[config.mk]
export PLATFORM = sky130hd
export DESIGN_NAME = fat_boot_sector_geometry_decoder
export DESIGN_NICKNAME = d
export VERILOG_FILES = /design/src/design/fbsg_pkg.sv /design/src/design/fbsg_calc.sv /design/src/design/fat_boot_sector_geometry_decoder.sv
export SDC_FILE = /design/constraint.sdc
export NUM_CORES = 1
export LEC_CHECK = 0
export ABC_AREA = 1
export BUFFER_PORTS_ARGS = -buffer_cell sky130_fd_sc_hd__clkbuf_2
export CAP_MARGIN = 40
export CORE_UTILIZATION = 50
export CTS_BUF_LIST = sky130_fd_sc_hd__clkbuf_4
export DETAILED_ROUTE_END_ITERATION = 7
export GPL_TIMING_DRIVEN = 1
export PLACE_DENSITY = 0.78
export SYNTH_ARGS = -nofsm -noshare
export SYNTH_HDL_FRONTEND = slang
export SYNTH_HIERARCHICAL = 1
export SYNTH_SLANG_ARGS = --single-unit
export TNS_END_PERCENT = 50
[constraint.sdc]
create_clock -name i_clk -period 27.7 [get_ports i_clk]
set_clock_uncertainty 0.1 [all_clocks]
set_input_delay 1.385 -clock i_clk [delete_from_list [all_inputs] [get_ports i_clk]]
set_output_delay 1.385 -clock i_clk [all_outputs]
set_load 0.02 [all_outputs]
[src/design/fbsg_pkg.sv]
// Types and constants shared by the FAT boot sector geometry decoder.
package fbsg_pkg;

    typedef enum logic [3:0] {
        ST_OK          = 4'd0,
        ST_SECTOR_SIZE = 4'd1,
        ST_CLUSTER     = 4'd2,
        ST_FAT_COUNT   = 4'd3,
        ST_FAT_SIZE    = 4'd4,
        ST_RESERVED    = 4'd5,
        ST_VOL_SMALL   = 4'd6,
        ST_FAT12_LARGE = 4'd7,
        ST_FAT32_ROOT  = 4'd8,
        ST_NO_ROOT     = 4'd9,
        ST_BACKUP      = 4'd10
    } t_status;

    typedef enum logic [1:0] {
        FAT_NONE = 2'd0,
        FAT_12   = 2'd1,
        FAT_16   = 2'd2,
        FAT_32   = 2'd3
    } t_fat_type;

    localparam logic [3:0]  CFG_FORCED_TYPE = 4'd0;
    localparam logic [3:0]  CFG_BACKUP      = 4'd1;

    localparam logic [31:0] FAT12_LIMIT = 32'd4085;
    localparam logic [31:0] FAT16_LIMIT = 32'd65525;
    localparam logic [7:0]  MAX_FATS    = 8'd8;
    localparam logic [27:0] MASK12      = 28'h0000FFF;
    localparam logic [27:0] MASK16      = 28'h000FFFF;
    localparam logic [27:0] MASK32      = 28'hFFFFFFF;

    typedef struct packed {
        logic [15:0] bytes_per_sector;
        logic [7:0]  sectors_per_cluster;
        logic [7:0]  fat_copies;
        logic [15:0] root_entries;
        logic [15:0] total_sectors_short;
        logic [31:0] total_sectors_long;
        logic [15:0] fat_size_short;
        logic [31:0] fat_size_long;
        logic [15:0] reserved_sectors;
        logic [31:0] root_start_cluster;
    } t_bpb;

    typedef struct packed {
        t_status     status;
        t_fat_type   fat_type;
        logic [3:0]  sector_shift;
        logic [35:0] first_data_sector;
        logic [35:0] first_cluster_sector;
        logic [31:0] cluster_total;
        logic [32:0] last_cluster;
        logic [39:0] root_sector;
        logic [27:0] cluster_mask;
        logic [31:0] volume_sectors;
    } t_geom;

endpackage

[src/design/fbsg_calc.sv]
// Combinational check and layout computation for one registered boot sector.
module fbsg_calc
    import fbsg_pkg::*;
(
    input  t_bpb       i_bpb,
    input  logic [1:0] i_forced_type,
    input  logic       i_backup,
    output t_geom      o_geom
);

    always_comb begin
        logic [31:0] vol;
        logic [31:0] fatsz;
        logic [3:0]  sh;
        logic [2:0]  csh;
        logic        sec_ok;
        logic        clus_ok;
        logic [35:0] fat_area;
        logic [35:0] dsect;
        logic [21:0] root_bytes;
        logic [12:0] root_secs;
        logic [35:0] csect;
        logic [31:0] ccount;
        logic [39:0] rclust_m2;
        logic [39:0] rsect;
        t_fat_type   ftype;
        t_status     st;
        logic [27:0] mask;

        vol   = (i_bpb.total_sectors_short != 16'd0) ? {16'd0, i_bpb.total_sectors_short}
                                                     : i_bpb.total_sectors_long;
        fatsz = (i_bpb.fat_size_short != 16'd0) ? {16'd0, i_bpb.fat_size_short}
                                                : i_bpb.fat_size_long;

        sec_ok = 1'b1;
        case (i_bpb.bytes_per_sector)
            16'd512:  sh = 4'd9;
            16'd1024: sh = 4'd10;
            16'd2048: sh = 4'd11;
            16'd4096: sh = 4'd12;
            default: begin
                sh     = 4'd0;
                sec_ok = 1'b0;
            end
        endcase

        clus_ok = 1'b1;
        case (i_bpb.sectors_per_cluster)
            8'd1:   csh = 3'd0;
            8'd2:   csh = 3'd1;
            8'd4:   csh = 3'd2;
            8'd8:   csh = 3'd3;
            8'd16:  csh = 3'd4;
            8'd32:  csh = 3'd5;
            8'd64:  csh = 3'd6;
            8'd128: csh = 3'd7;
            default: begin
                csh     = 3'd0;
                clus_ok = 1'b0;
            end
        endcase

        // At most eight copies, so the product is a sum of four shifted terms.
        fat_area = (i_bpb.fat_copies[0] ? {4'd0, fatsz}        : 36'd0)
                 + (i_bpb.fat_copies[1] ? {3'd0, fatsz, 1'b0}  : 36'd0)
                 + (i_bpb.fat_copies[2] ? {2'd0, fatsz, 2'b0}  : 36'd0)
                 + (i_bpb.fat_copies[3] ? {1'd0, fatsz, 3'b0}  : 36'd0);
        dsect = {20'd0, i_bpb.reserved_sectors} + fat_area;

        root_bytes = {1'b0, i_bpb.root_entries, 5'd0} + {6'd0, i_bpb.bytes_per_sector}
                   - 22'd1;
        root_secs  = 13'(root_bytes >> sh);
        csect      = dsect + {23'd0, root_secs};
        ccount     = (vol - csect[31:0]) >> csh;

        rclust_m2 = {8'd0, i_bpb.root_start_cluster} - 40'd2;
        rsect     = {4'd0, csect} + (rclust_m2 << csh);

        ftype = FAT_NONE;
        st    = ST_OK;
        if (!sec_ok) begin
            st = ST_SECTOR_SIZE;
        end else if (!clus_ok) begin
            st = ST_CLUSTER;
        end else if (i_bpb.fat_copies == 8'd0 || i_bpb.fat_copies > MAX_FATS) begin
            st = ST_FAT_COUNT;
        end else if (fatsz == 32'd0) begin
            st = ST_FAT_SIZE;
        end else if (i_bpb.reserved_sectors == 16'd0
                     || {16'd0, i_bpb.reserved_sectors} > vol) begin
            st = ST_RESERVED;
        end else if (csect > {4'd0, vol}) begin
            st = ST_VOL_SMALL;
        end else begin
            if (i_forced_type == 2'd0) begin
                if (ccount < FAT12_LIMIT) begin
                    ftype = FAT_12;
                end else if (ccount < FAT16_LIMIT) begin
                    ftype = FAT_16;
                end else begin
                    ftype = FAT_32;
                end
            end else begin
                ftype = t_fat_type'(i_forced_type);
            end
            if (ftype == FAT_12 && ccount >= FAT12_LIMIT) begin
                st = ST_FAT12_LARGE;
            end else if (ftype == FAT_32 && i_bpb.root_entries != 16'd0) begin
                st = ST_FAT32_ROOT;
            end else if (ftype != FAT_32 && i_bpb.root_entries == 16'd0) begin
                st = ST_NO_ROOT;
            end else if (i_backup && ftype != FAT_32) begin
                st = ST_BACKUP;
            end
        end

        case (ftype)
            FAT_12:  mask = MASK12;
            FAT_16:  mask = MASK16;
            default: mask = MASK32;
        endcase

        if (st == ST_OK) begin
            o_geom.status               = ST_OK;
            o_geom.fat_type             = ftype;
            o_geom.sector_shift         = sh;
            o_geom.first_data_sector    = dsect;
            o_geom.first_cluster_sector = csect;
            o_geom.cluster_total        = ccount;
            o_geom.last_cluster         = {1'b0, ccount} + 33'd1;
            o_geom.root_sector          = (ftype == FAT_32) ? rsect : {4'd0, dsect};
            o_geom.cluster_mask         = mask;
            o_geom.volume_sectors       = vol;
        end else begin
            o_geom        = '0;
            o_geom.status = st;
        end
    end

endmodule

[src/design/fat_boot_sector_geometry_decoder.sv]
// Top level of the FAT boot sector geometry decoder: handshakes, registers, checks.
//
// Each input transaction carries the numeric fields of one FAT boot sector.
// The block validates them and returns one result transaction per input with
// a status code, the detected or requested FAT type and the volume layout.
// Both data channels use valid and stall; a transaction completes on a clock
// edge where valid is high and stall is low. Configuration is written over a
// separate valid/ready channel that is always ready: index 0 sets the forced
// FAT type, index 1 marks the sector as the backup copy; other indices are
// ignored. Configuration should only change while no transaction is in flight.
// The result is registered: the input register feeds the check and layout logic
// (one short shift-add for the FAT area and a few 36/40-bit adds and compares),
// which loads the result register once that register is free.
// Throughput is one transaction per cycle while the receiver does not stall. When the receiver
// stalls, the result register holds, the input register fills, and then o_in_stall rises.
// Synchronous reset clears both valid flags and the configuration registers.
module fat_boot_sector_geometry_decoder
    import fbsg_pkg::*;
(
    input  logic        i_clk,
    input  logic        i_rst_n,

    input  logic        i_in_valid,
    output logic        o_in_stall,
    input  logic [15:0] i_bytes_per_sector,
    input  logic [7:0]  i_sectors_per_cluster,
    input  logic [7:0]  i_fat_copies,
    input  logic [15:0] i_root_entries,
    input  logic [15:0] i_total_sectors_short,
    input  logic [31:0] i_total_sectors_long,
    input  logic [15:0] i_fat_size_short,
    input  logic [31:0] i_fat_size_long,
    input  logic [15:0] i_reserved_sectors,
    input  logic [31:0] i_root_start_cluster,

    output logic        o_out_valid,
    input  logic        i_out_stall,
    output logic [3:0]  o_status,
    output logic [1:0]  o_fat_type,
    output logic [3:0]  o_sector_shift,
    output logic [35:0] o_first_data_sector,
    output logic [35:0] o_first_cluster_sector,
    output logic [31:0] o_cluster_total,
    output logic [32:0] o_last_cluster,
    output logic [39:0] o_root_sector,
    output logic [27:0] o_cluster_mask,
    output logic [31:0] o_volume_sectors,

    input  logic        i_cfg_valid,
    output logic        o_cfg_ready,
    input  logic [3:0]  i_cfg_index,
    input  logic [7:0]  i_cfg_data
);

    logic       r_in_valid;
    t_bpb       r_in;
    logic       r_out_valid;
    t_geom      r_out;
    logic [1:0] r_forced_type;
    logic       r_backup;
    t_geom      n_out;
    logic       out_free;
    logic       in_take;
    t_bpb       in_bpb;

    assign out_free    = !r_out_valid || !i_out_stall;
    assign o_in_stall  = r_in_valid && !out_free;
    assign in_take     = i_in_valid && !o_in_stall;
    assign o_cfg_ready = 1'b1;

    assign in_bpb.bytes_per_sector    = i_bytes_per_sector;
    assign in_bpb.sectors_per_cluster = i_sectors_per_cluster;
    assign in_bpb.fat_copies          = i_fat_copies;
    assign in_bpb.root_entries        = i_root_entries;
    assign in_bpb.total_sectors_short = i_total_sectors_short;
    assign in_bpb.total_sectors_long  = i_total_sectors_long;
    assign in_bpb.fat_size_short      = i_fat_size_short;
    assign in_bpb.fat_size_long       = i_fat_size_long;
    assign in_bpb.reserved_sectors    = i_reserved_sectors;
    assign in_bpb.root_start_cluster  = i_root_start_cluster;

    always_ff @(posedge i_clk) begin
        if (!i_rst_n) begin
            r_forced_type <= 2'd0;
            r_backup      <= 1'b0;
        end else if (i_cfg_valid && o_cfg_ready) begin
            if (i_cfg_index == CFG_FORCED_TYPE) begin
                r_forced_type <= i_cfg_data[1:0];
            end else if (i_cfg_index == CFG_BACKUP) begin
                r_backup <= i_cfg_data[0];
            end
        end
    end

    always_ff @(posedge i_clk) begin
        if (!i_rst_n) begin
            r_in_valid <= 1'b0;
        end else if (!o_in_stall) begin
            r_in_valid <= i_in_valid;
        end
        if (in_take) begin
            r_in <= in_bpb;
        end
    end

    fbsg_calc u_calc (
        .i_bpb         (r_in),
        .i_forced_type (r_forced_type),
        .i_backup      (r_backup),
        .o_geom        (n_out)
    );

    always_ff @(posedge i_clk) begin
        if (!i_rst_n) begin
            r_out_valid <= 1'b0;
        end else if (out_free) begin
            r_out_valid <= r_in_valid;
        end
        if (out_free && r_in_valid) begin
            r_out <= n_out;
        end
    end

    assign o_out_valid            = r_out_valid;
    assign o_status               = r_out.status;
    assign o_fat_type             = r_out.fat_type;
    assign o_sector_shift         = r_out.sector_shift;
    assign o_first_data_sector    = r_out.first_data_sector;
    assign o_first_cluster_sector = r_out.first_cluster_sector;
    assign o_cluster_total        = r_out.cluster_total;
    assign o_last_cluster         = r_out.last_cluster;
    assign o_root_sector          = r_out.root_sector;
    assign o_cluster_mask         = r_out.cluster_mask;
    assign o_volume_sectors       = r_out.volume_sectors;

    a_item_advances: assert property (@(posedge i_clk) disable iff (!i_rst_n)
        r_in_valid && out_free |=> r_out_valid)
        else $error("Registered transaction did not reach the result register.");

    a_error_clears: assert property (@(posedge i_clk) disable iff (!i_rst_n)
        o_out_valid && o_status != ST_OK |->
            o_fat_type == FAT_NONE && o_first_data_sector == '0
            && o_cluster_total == '0 && o_root_sector == '0 && o_cluster_mask == '0)
        else $error("Failed check left layout fields non-zero.");

    a_ok_shift: assert property (@(posedge i_clk) disable iff (!i_rst_n)
        o_out_valid && o_status == ST_OK |->
            o_fat_type != FAT_NONE && o_sector_shift >= 4'd9 && o_sector_shift <= 4'd12)
        else $error("Accepted boot sector has no type or a bad sector shift.");

    a_last_cluster: assert property (@(posedge i_clk) disable iff (!i_rst_n)
        o_out_valid && o_status == ST_OK |->
            o_last_cluster == {1'b0, o_cluster_total} + 33'd1)
        else $error("Last cluster does not follow the cluster count.");

    a_fat32_mask: assert property (@(posedge i_clk) disable iff (!i_rst_n)
        o_out_valid && o_status == ST_OK && o_fat_type == FAT_32 |->
            o_cluster_mask == MASK32)
        else $error("FAT32 result carries the wrong cluster mask.");

endmodule

==> results of run 1 <==
## worst max-delay path, delay by kind of cell (launching register included)
kind                     cells  cell delay [ns]
AND/OR/NAND/NOR             29             5.72
flip-flops                   1             0.39
XOR/XNOR                     2             0.88
AO/OA/AOI/OAI                2             0.72
buffers and inverters       14             2.72
adder cells (fa/ha/maj)      8             3.00
## cell type report
| cell class | instances | area (µm²) | area share |
|---|---|---|---|
| clock buffer | 160 | 1200 | 0.0316 |
| clock inverter | 60 | 314 | 0.00826 |
| inverter | 628 | 2360 | 0.0622 |
| tap | 864 | 1080 | 0.0284 |
| multi-input combinational | 2831 | 17100 | 0.450 |
| timing repair buffer | 487 | 2680 | 0.0703 |
| antenna | 6 | 15.0 | 0.000395 |
| sequential | 444 | 13300 | 0.349 |
## synthesized netlist by cell type, drive strengths merged, types with 2 or more instances
library cell  number  share of area
nand2            914           0.10
inv              625          0.070
nor2             527          0.077
edfxtp           439           0.39
nand3            271          0.044
ha               207          0.077
o21ai            202          0.030
a21oi            167          0.026
xor2             114          0.030
fa                81          0.048
buf               79          0.020
nand4             73          0.014
clkbuf            47         0.0053
nor3              47         0.0077
nor4              32         0.0063
or2               28         0.0052
xnor2             25         0.0065
mux2i             24         0.0072
a31oi             20         0.0037
o21bai            17         0.0039
a21o              10         0.0022
nand3b             8         0.0018
o211ai             8         0.0018
a211oi             6         0.0013
a21boi             6         0.0013
o22ai              6         0.0011
and2               5        0.00093
dfxtp              5         0.0030
o21a               5         0.0011
a221oi             4         0.0010
clkinv             3        0.00034
or4                3        0.00067
a211o              2        0.00052
a22o               2        0.00052
a22oi              2        0.00045
a41oi              2        0.00052
conb               2        0.00022
## kinds of logic (layout without fill, tap and decap cells)
group / Yosys count / in the layout / share of synthesized area
multiplexers: 24 / 24 / 0.00715
buffers and inverters: 754 / 1335 / 0.0956
AO/OA/AOI/OAI: 463 / 463 / 0.0768
flip-flops: 444 / 444 / 0.396
XOR/XNOR: 139 / 139 / 0.0363
AND/OR/NAND/NOR: 1912 / 1912 / 0.263
other: 2 / 11 / 0.000224
adder cells (fa/ha/maj): 288 / 288 / 0.125
## metal layers
layer,track usage,up-vias
li1,-,14200
met1,0.389,13400
met2,0.471,1232
met3,0.0475,198
met4,0.113,2
met5,0,-
## sequential cells by signal, summed over array words and instances (netlist names), 2 cells and up
name                    cells
r_in                      192
o_root_sector              40
o_first_cluster_sector     36
o_first_data_sector        36
o_last_cluster             33
o_cluster_total            32
o_volume_sectors           32
o_cluster_mask             28
o_sector_shift              4
o_status                    4
o_fat_type                  2
r_forced_type               2
## power by group through the flow
stage | Combinational (mW) | Clock, mW | Sequential [mW]
5_1_grt | 3.22 | 0.625 | 0.787
3_3_place_gp | 2.83 | 0 | 0.800
2_1_floorplan | 2.12 | 0 | 0.817
3_5_place_dp | 2.86 | 0 | 0.799
4_1_cts | 2.88 | 0.594 | 0.785
6_report | 2.93 | 0.574 | 0.785
## path summary, 6_finish.rpt
check	start	to	slack, ns	depth (start not counted)
worst max-delay path	r_in[82]$_DFFE_PP_	o_root_sector[11]$_DFFE_PP_	13.81	55
worst min-delay path	o_out_valid$_SDFFE_PN0P_	o_out_valid$_SDFFE_PN0P_	0.42	2
worst max register to register	r_in[82]$_DFFE_PP_	o_root_sector[11]$_DFFE_PP_	13.81	55
worst min register to register	o_out_valid$_SDFFE_PN0P_	o_out_valid$_SDFFE_PN0P_	0.42	2
==> summary.txt, run 1 <==
Clock network
  – Post-CTS resize count: 0
  – Clock-pin slew on the worst setup and hold paths: 0.07 ns
  – Post-CTS Setup Bufs: 0
  – Clock Latency Late Sink: 0.97 ns
  – # H-tree levels: 3
  – Longest Clk Path Bufs: 3
  – Total clock sinks: 444
  – TritonCTS clock tree: done
  – Root Buffer: clkbuf_4
  – Hold Buf Count CTS: 0
  – CTS buffer count: 118

Routing
  – Routed length on met2: 46300 µm
  – Top routing layer used: met5
  – Vias post-DR: 29100
  – DR pass1 iterations: 8
  – Routed Antenna Nets: 0
  – Routed length per placed instance: 18.4 µm
  – 1st-iter DRT viols: 2721
  – Met3 WL: 7780 µm
  – Avg Vias per Cell: 5.31
  – Drt drc: 25
  – Final wirelength: 101000 µm
  – Wl on met1: 42800 µm

Logic synthesis
  – Sequential fraction of the synthesis area: 0.396
  – Syn avg cell area: 8.34 µm²
  – Synth unique cells: 66
  – Syn Inst Count: 4026
  – Synthesized area: 33600 µm²
  – Ys Warns: 6
  – Post-synth EDFFs: 439
  – Synth Flop Type: edfxtp_1
  – Async SR Flop Fraction: 0
  – Synthesized flop and latch total: 444

Timing
  – Min Clock Period, post-route: 13.89 ns
  – Final Max Tran Viols: 0
  – Final setup viols: 0
  – Final hold violations: 0
  – Setup ws final: 13.81 ns
  – Worst-Margin Slew: 0.980 ns
  – Peak Freq: 72.0 MHz
  – Max-slew headroom: 0.347
  – RSZ-0062 raised after global routing: no
  – Period Utilization, post-route: 0.501
  – Hold slack: 0.423 ns
  – TNS Setup: 0 ns

Critical path
  – Startpoint Class: register
  – Max stage delay on crit path: 0.77 ns
  – Worst-path maximum fanout: 36
  – Critical Path RT: 28.23 ns
  – CP max-delay cell: nor4_1
  – CP endpoint kind: register
  – Arrival time worst endpoint: 14.41 ns
  – Setup Crit Path Kind: register to register
  – Critical path's most frequent cell: nand2_1

Pwr
  – Lkg Pwr: 18.5 nW
  – Power density over cell area: 113 nW/µm²
  – Internal power: 1.93 mW
  – Switching power total: 2.36 mW
  – Sw frac: 0.550
  – Power share of the clock group: 0.134
  – Gate power share: 0.683
  – Sequential power share: 0.183
  – Pwr Total: 4.29 mW
  – Peak VDD IR: 0.165 mV

Placed design
  – PortBufs: 451
  – Hpwl dp: 80400 µm
  – Area after DPL: 36500 µm²
  – Placer Congestion: 1.00
  – Place WS: 14.20 ns
  – Placed Instances: 5254

Global route
  – GRT Total Usage: 0.291
  – Vias in the first global route: 27000
  – Largest net degree at the start of global routing: 129
  – Antenna violations before repair: 3
  – First-pass GRT wire length: 151000 µm
  – Grt total ovfl: 0

Layout
  – Final instance area: 38000 µm²
  – Non-filler cells, final: 5480
  – Most common cell after layout, fill and taps aside: nand2_1
  – Filler cells: 6020
  – Proportion of layout cells with a drive suffix above 1: 0.202
  – Commonest cells after routing, fill and taps aside: nand2_1, inv_1, clkbuf_2
  – Layout Nets: 5007
  – Area Growth Syn to Fin: 13.3%
  – Final Util: 0.576

Die
  – Std cell rows: 94
  – Die area: 68200 µm²
  – Io pins: 459
  – Core Area: 66100 µm²
  – Chip width: 261 µm
  – Starting density of the core: 0.508
  – Die Y: 261 µm

Hold path
  – Hold crit path type: register to register

Outcome
  – Failing checks: design-rule violations
  – Status: complete, but fails checks

Flow run
  – Max cap viols: 0
(Power assumes the default switching activity.)
==> run 2: changes to the inputs <==
==> constraint.sdc (replaced) <==
create_clock -name i_clk -period 13.4 [get_ports i_clk]
set_clock_uncertainty 0.1 [all_clocks]
set_input_delay 0.67 -clock i_clk [delete_from_list [all_inputs] [get_ports i_clk]]
set_output_delay 0.67 -clock i_clk [all_outputs]
set_load 0.02 [all_outputs]
==> summary.txt, run 2 (synthesis results as in run 1) <==
Routing
  – Vias post-DR: 30200
  – Routed length per placed instance: 18.9 µm
  – Drt drc: 26
  – Wl on met1: 44300 µm
  – DR pass1 iterations: 8
  – Routed Antenna Nets: 0
  – Avg Vias per Cell: 5.32
  – Routed length on met2: 50200 µm
  – Met3 WL: 7940 µm
  – 1st-iter DRT viols: 2772
  – Top routing layer used: met4
  – Final wirelength: 107000 µm

Clock network
  – # H-tree levels: 3
  – TritonCTS clock tree: done
  – CTS buffer count: 117
  – Clock-pin slew on the worst setup and hold paths: 0.07 ns
  – Post-CTS Setup Bufs: 0
  – Longest Clk Path Bufs: 3
  – Root Buffer: clkbuf_4
  – Total clock sinks: 444
  – Clock Latency Late Sink: 0.93 ns

Die
  – Chip width: 261 µm
  – Die Y: 261 µm
  – Die area: 68200 µm²
  – Core Area: 66100 µm²
  – Starting density of the core: 0.508
  – Std cell rows: 94
  – Io pins: 459

Critical path
  – Buf/Inv on CP: 6
  – CP endpoint kind: register
  – Arrival time worst endpoint: 12.95 ns
  – Max stage delay on crit path: 0.62 ns
  – Critical Path RT: 13.92 ns
  – Setup Crit Path Kind: register to register
  – CP top delay family: compound AO/OA/AOI/OAI gates
  – Startpoint Class: register
  – Critical path's most frequent cell: nand2_1
  – Worst-path maximum fanout: 28
  – CP max-delay cell: xor2_1

Global route
  – Antenna violations before repair: 2
  – Largest net degree at the start of global routing: 157
  – Vias in the first global route: 29300
  – Grt total ovfl: 0
  – GRT Total Usage: 0.311
  – First-pass GRT wire length: 162000 µm

Placed design
  – PortBufs: 451
  – Placer Congestion: 0.977
  – Hpwl dp: 81600 µm

Timing
  – Final hold violations: 0
  – Period Utilization, post-route: 0.927
  – Final setup viols: 0
  – Peak Freq: 80.5 MHz
  – RSZ-0062 raised after global routing: no
  – Min Clock Period, post-route: 12.43 ns
  – Worst-Margin Slew: 0.984 ns
  – Max-slew headroom: 0.344
  – TNS Setup: 0 ns
  – Final Max Tran Viols: 0

Layout
  – Proportion of layout cells with a drive suffix above 1: 0.197
  – Commonest cells after routing, fill and taps aside: nand2_1, inv_1, clkbuf_2
  – Final Util: 0.608
  – Layout Nets: 5227
  – Most flop-heavy register: r_in
  – Most common cell after layout, fill and taps aside: nand2_1
  – Area Growth Syn to Fin: 19.7%
  – Number of flip-flops in the largest register: 192

Pwr
  – Power density over cell area: 227 nW/µm²
  – Lkg Pwr: 19.4 nW
  – Peak VDD IR: 0.281 mV

Outcome
  – Failing checks: design-rule violations
  – Status: complete, but fails checks

Hold path
  – Hold crit path type: input port to register

Flow run
  – Max cap viols: 0
run 2: area by class of cell:
class,count,area [µm²]
inverter,628,2360
antenna,6,15.0
timing repair buffer,708,4860
sequential,444,13300
multi-input combinational,2831,17100
tap,864,1080
clock inverter,35,246
clock buffer,166,1250
fill,5761,25900
run 2: what timing repair did:
item,4_1_cts,5_1_grt
gates resized for setup,0,1
endpoints found under the hold margin,197,0
setup endpoints to repair,0,12
hold buffers,201,0
run 2: per-stage QoR:
step / std cells / worst slack [ns] / total power [mW] / hold slack, ns / instance area [µm²]
floorplan: 4029 / 1.27 / 6.07 / 0.347 / 33600
global placement: 5266 / 1.46 / 7.65 / 0.388 / 36600
detailed placement: 5274 / 1.30 / 7.69 / 0.397 / 36700
CTS: 5676 / 1.23 / 8.99 / 0.00232 / 40200
global route: 5682 / 0.0977 / 9.84 / 0.0285 / 40200
finish: 5682 / 0.972 / 9.13 / 0.117 / 40200
run 2: path summary, 6_finish.rpt:
path | startpoint | cells past startpoint | endpoint | slack [ns]
min | i_in_valid | 3 | r_in_valid$_SDFFE_PN0N_ | 0.12
min reg2reg | o_out_valid$_SDFFE_PN0P_ | 2 | o_out_valid$_SDFFE_PN0P_ | 0.41
max | r_in[177]$_DFFE_PP_ | 69 | o_volume_sectors[14]$_DFFE_PP_ | 0.97
max reg2reg | r_in[177]$_DFFE_PP_ | 69 | o_volume_sectors[14]$_DFFE_PP_ | 0.97
run 2: per-layer routing:
metal,vias up,global-route usage
li1,14700,-
met1,14000,0.400
met2,1318,0.510
met3,242,0.0519
met4,0,0.146
met5,-,0
run 2: tightest hold or removal path, stage by stage:
cell and delay (ns):
clkbuf_2 0.08, nand2_1 0.19, a21oi_1 0.12
run 2: power by group:
part | leakage (nW) | internal (mW) | switching [mW]
registers | 4.38 | 1.59 | 0.0375
logic | 14.2 | 1.93 | 4.34
clock network | 0.873 | 0.641 | 0.581
total | 19.4 | 4.16 | 4.96
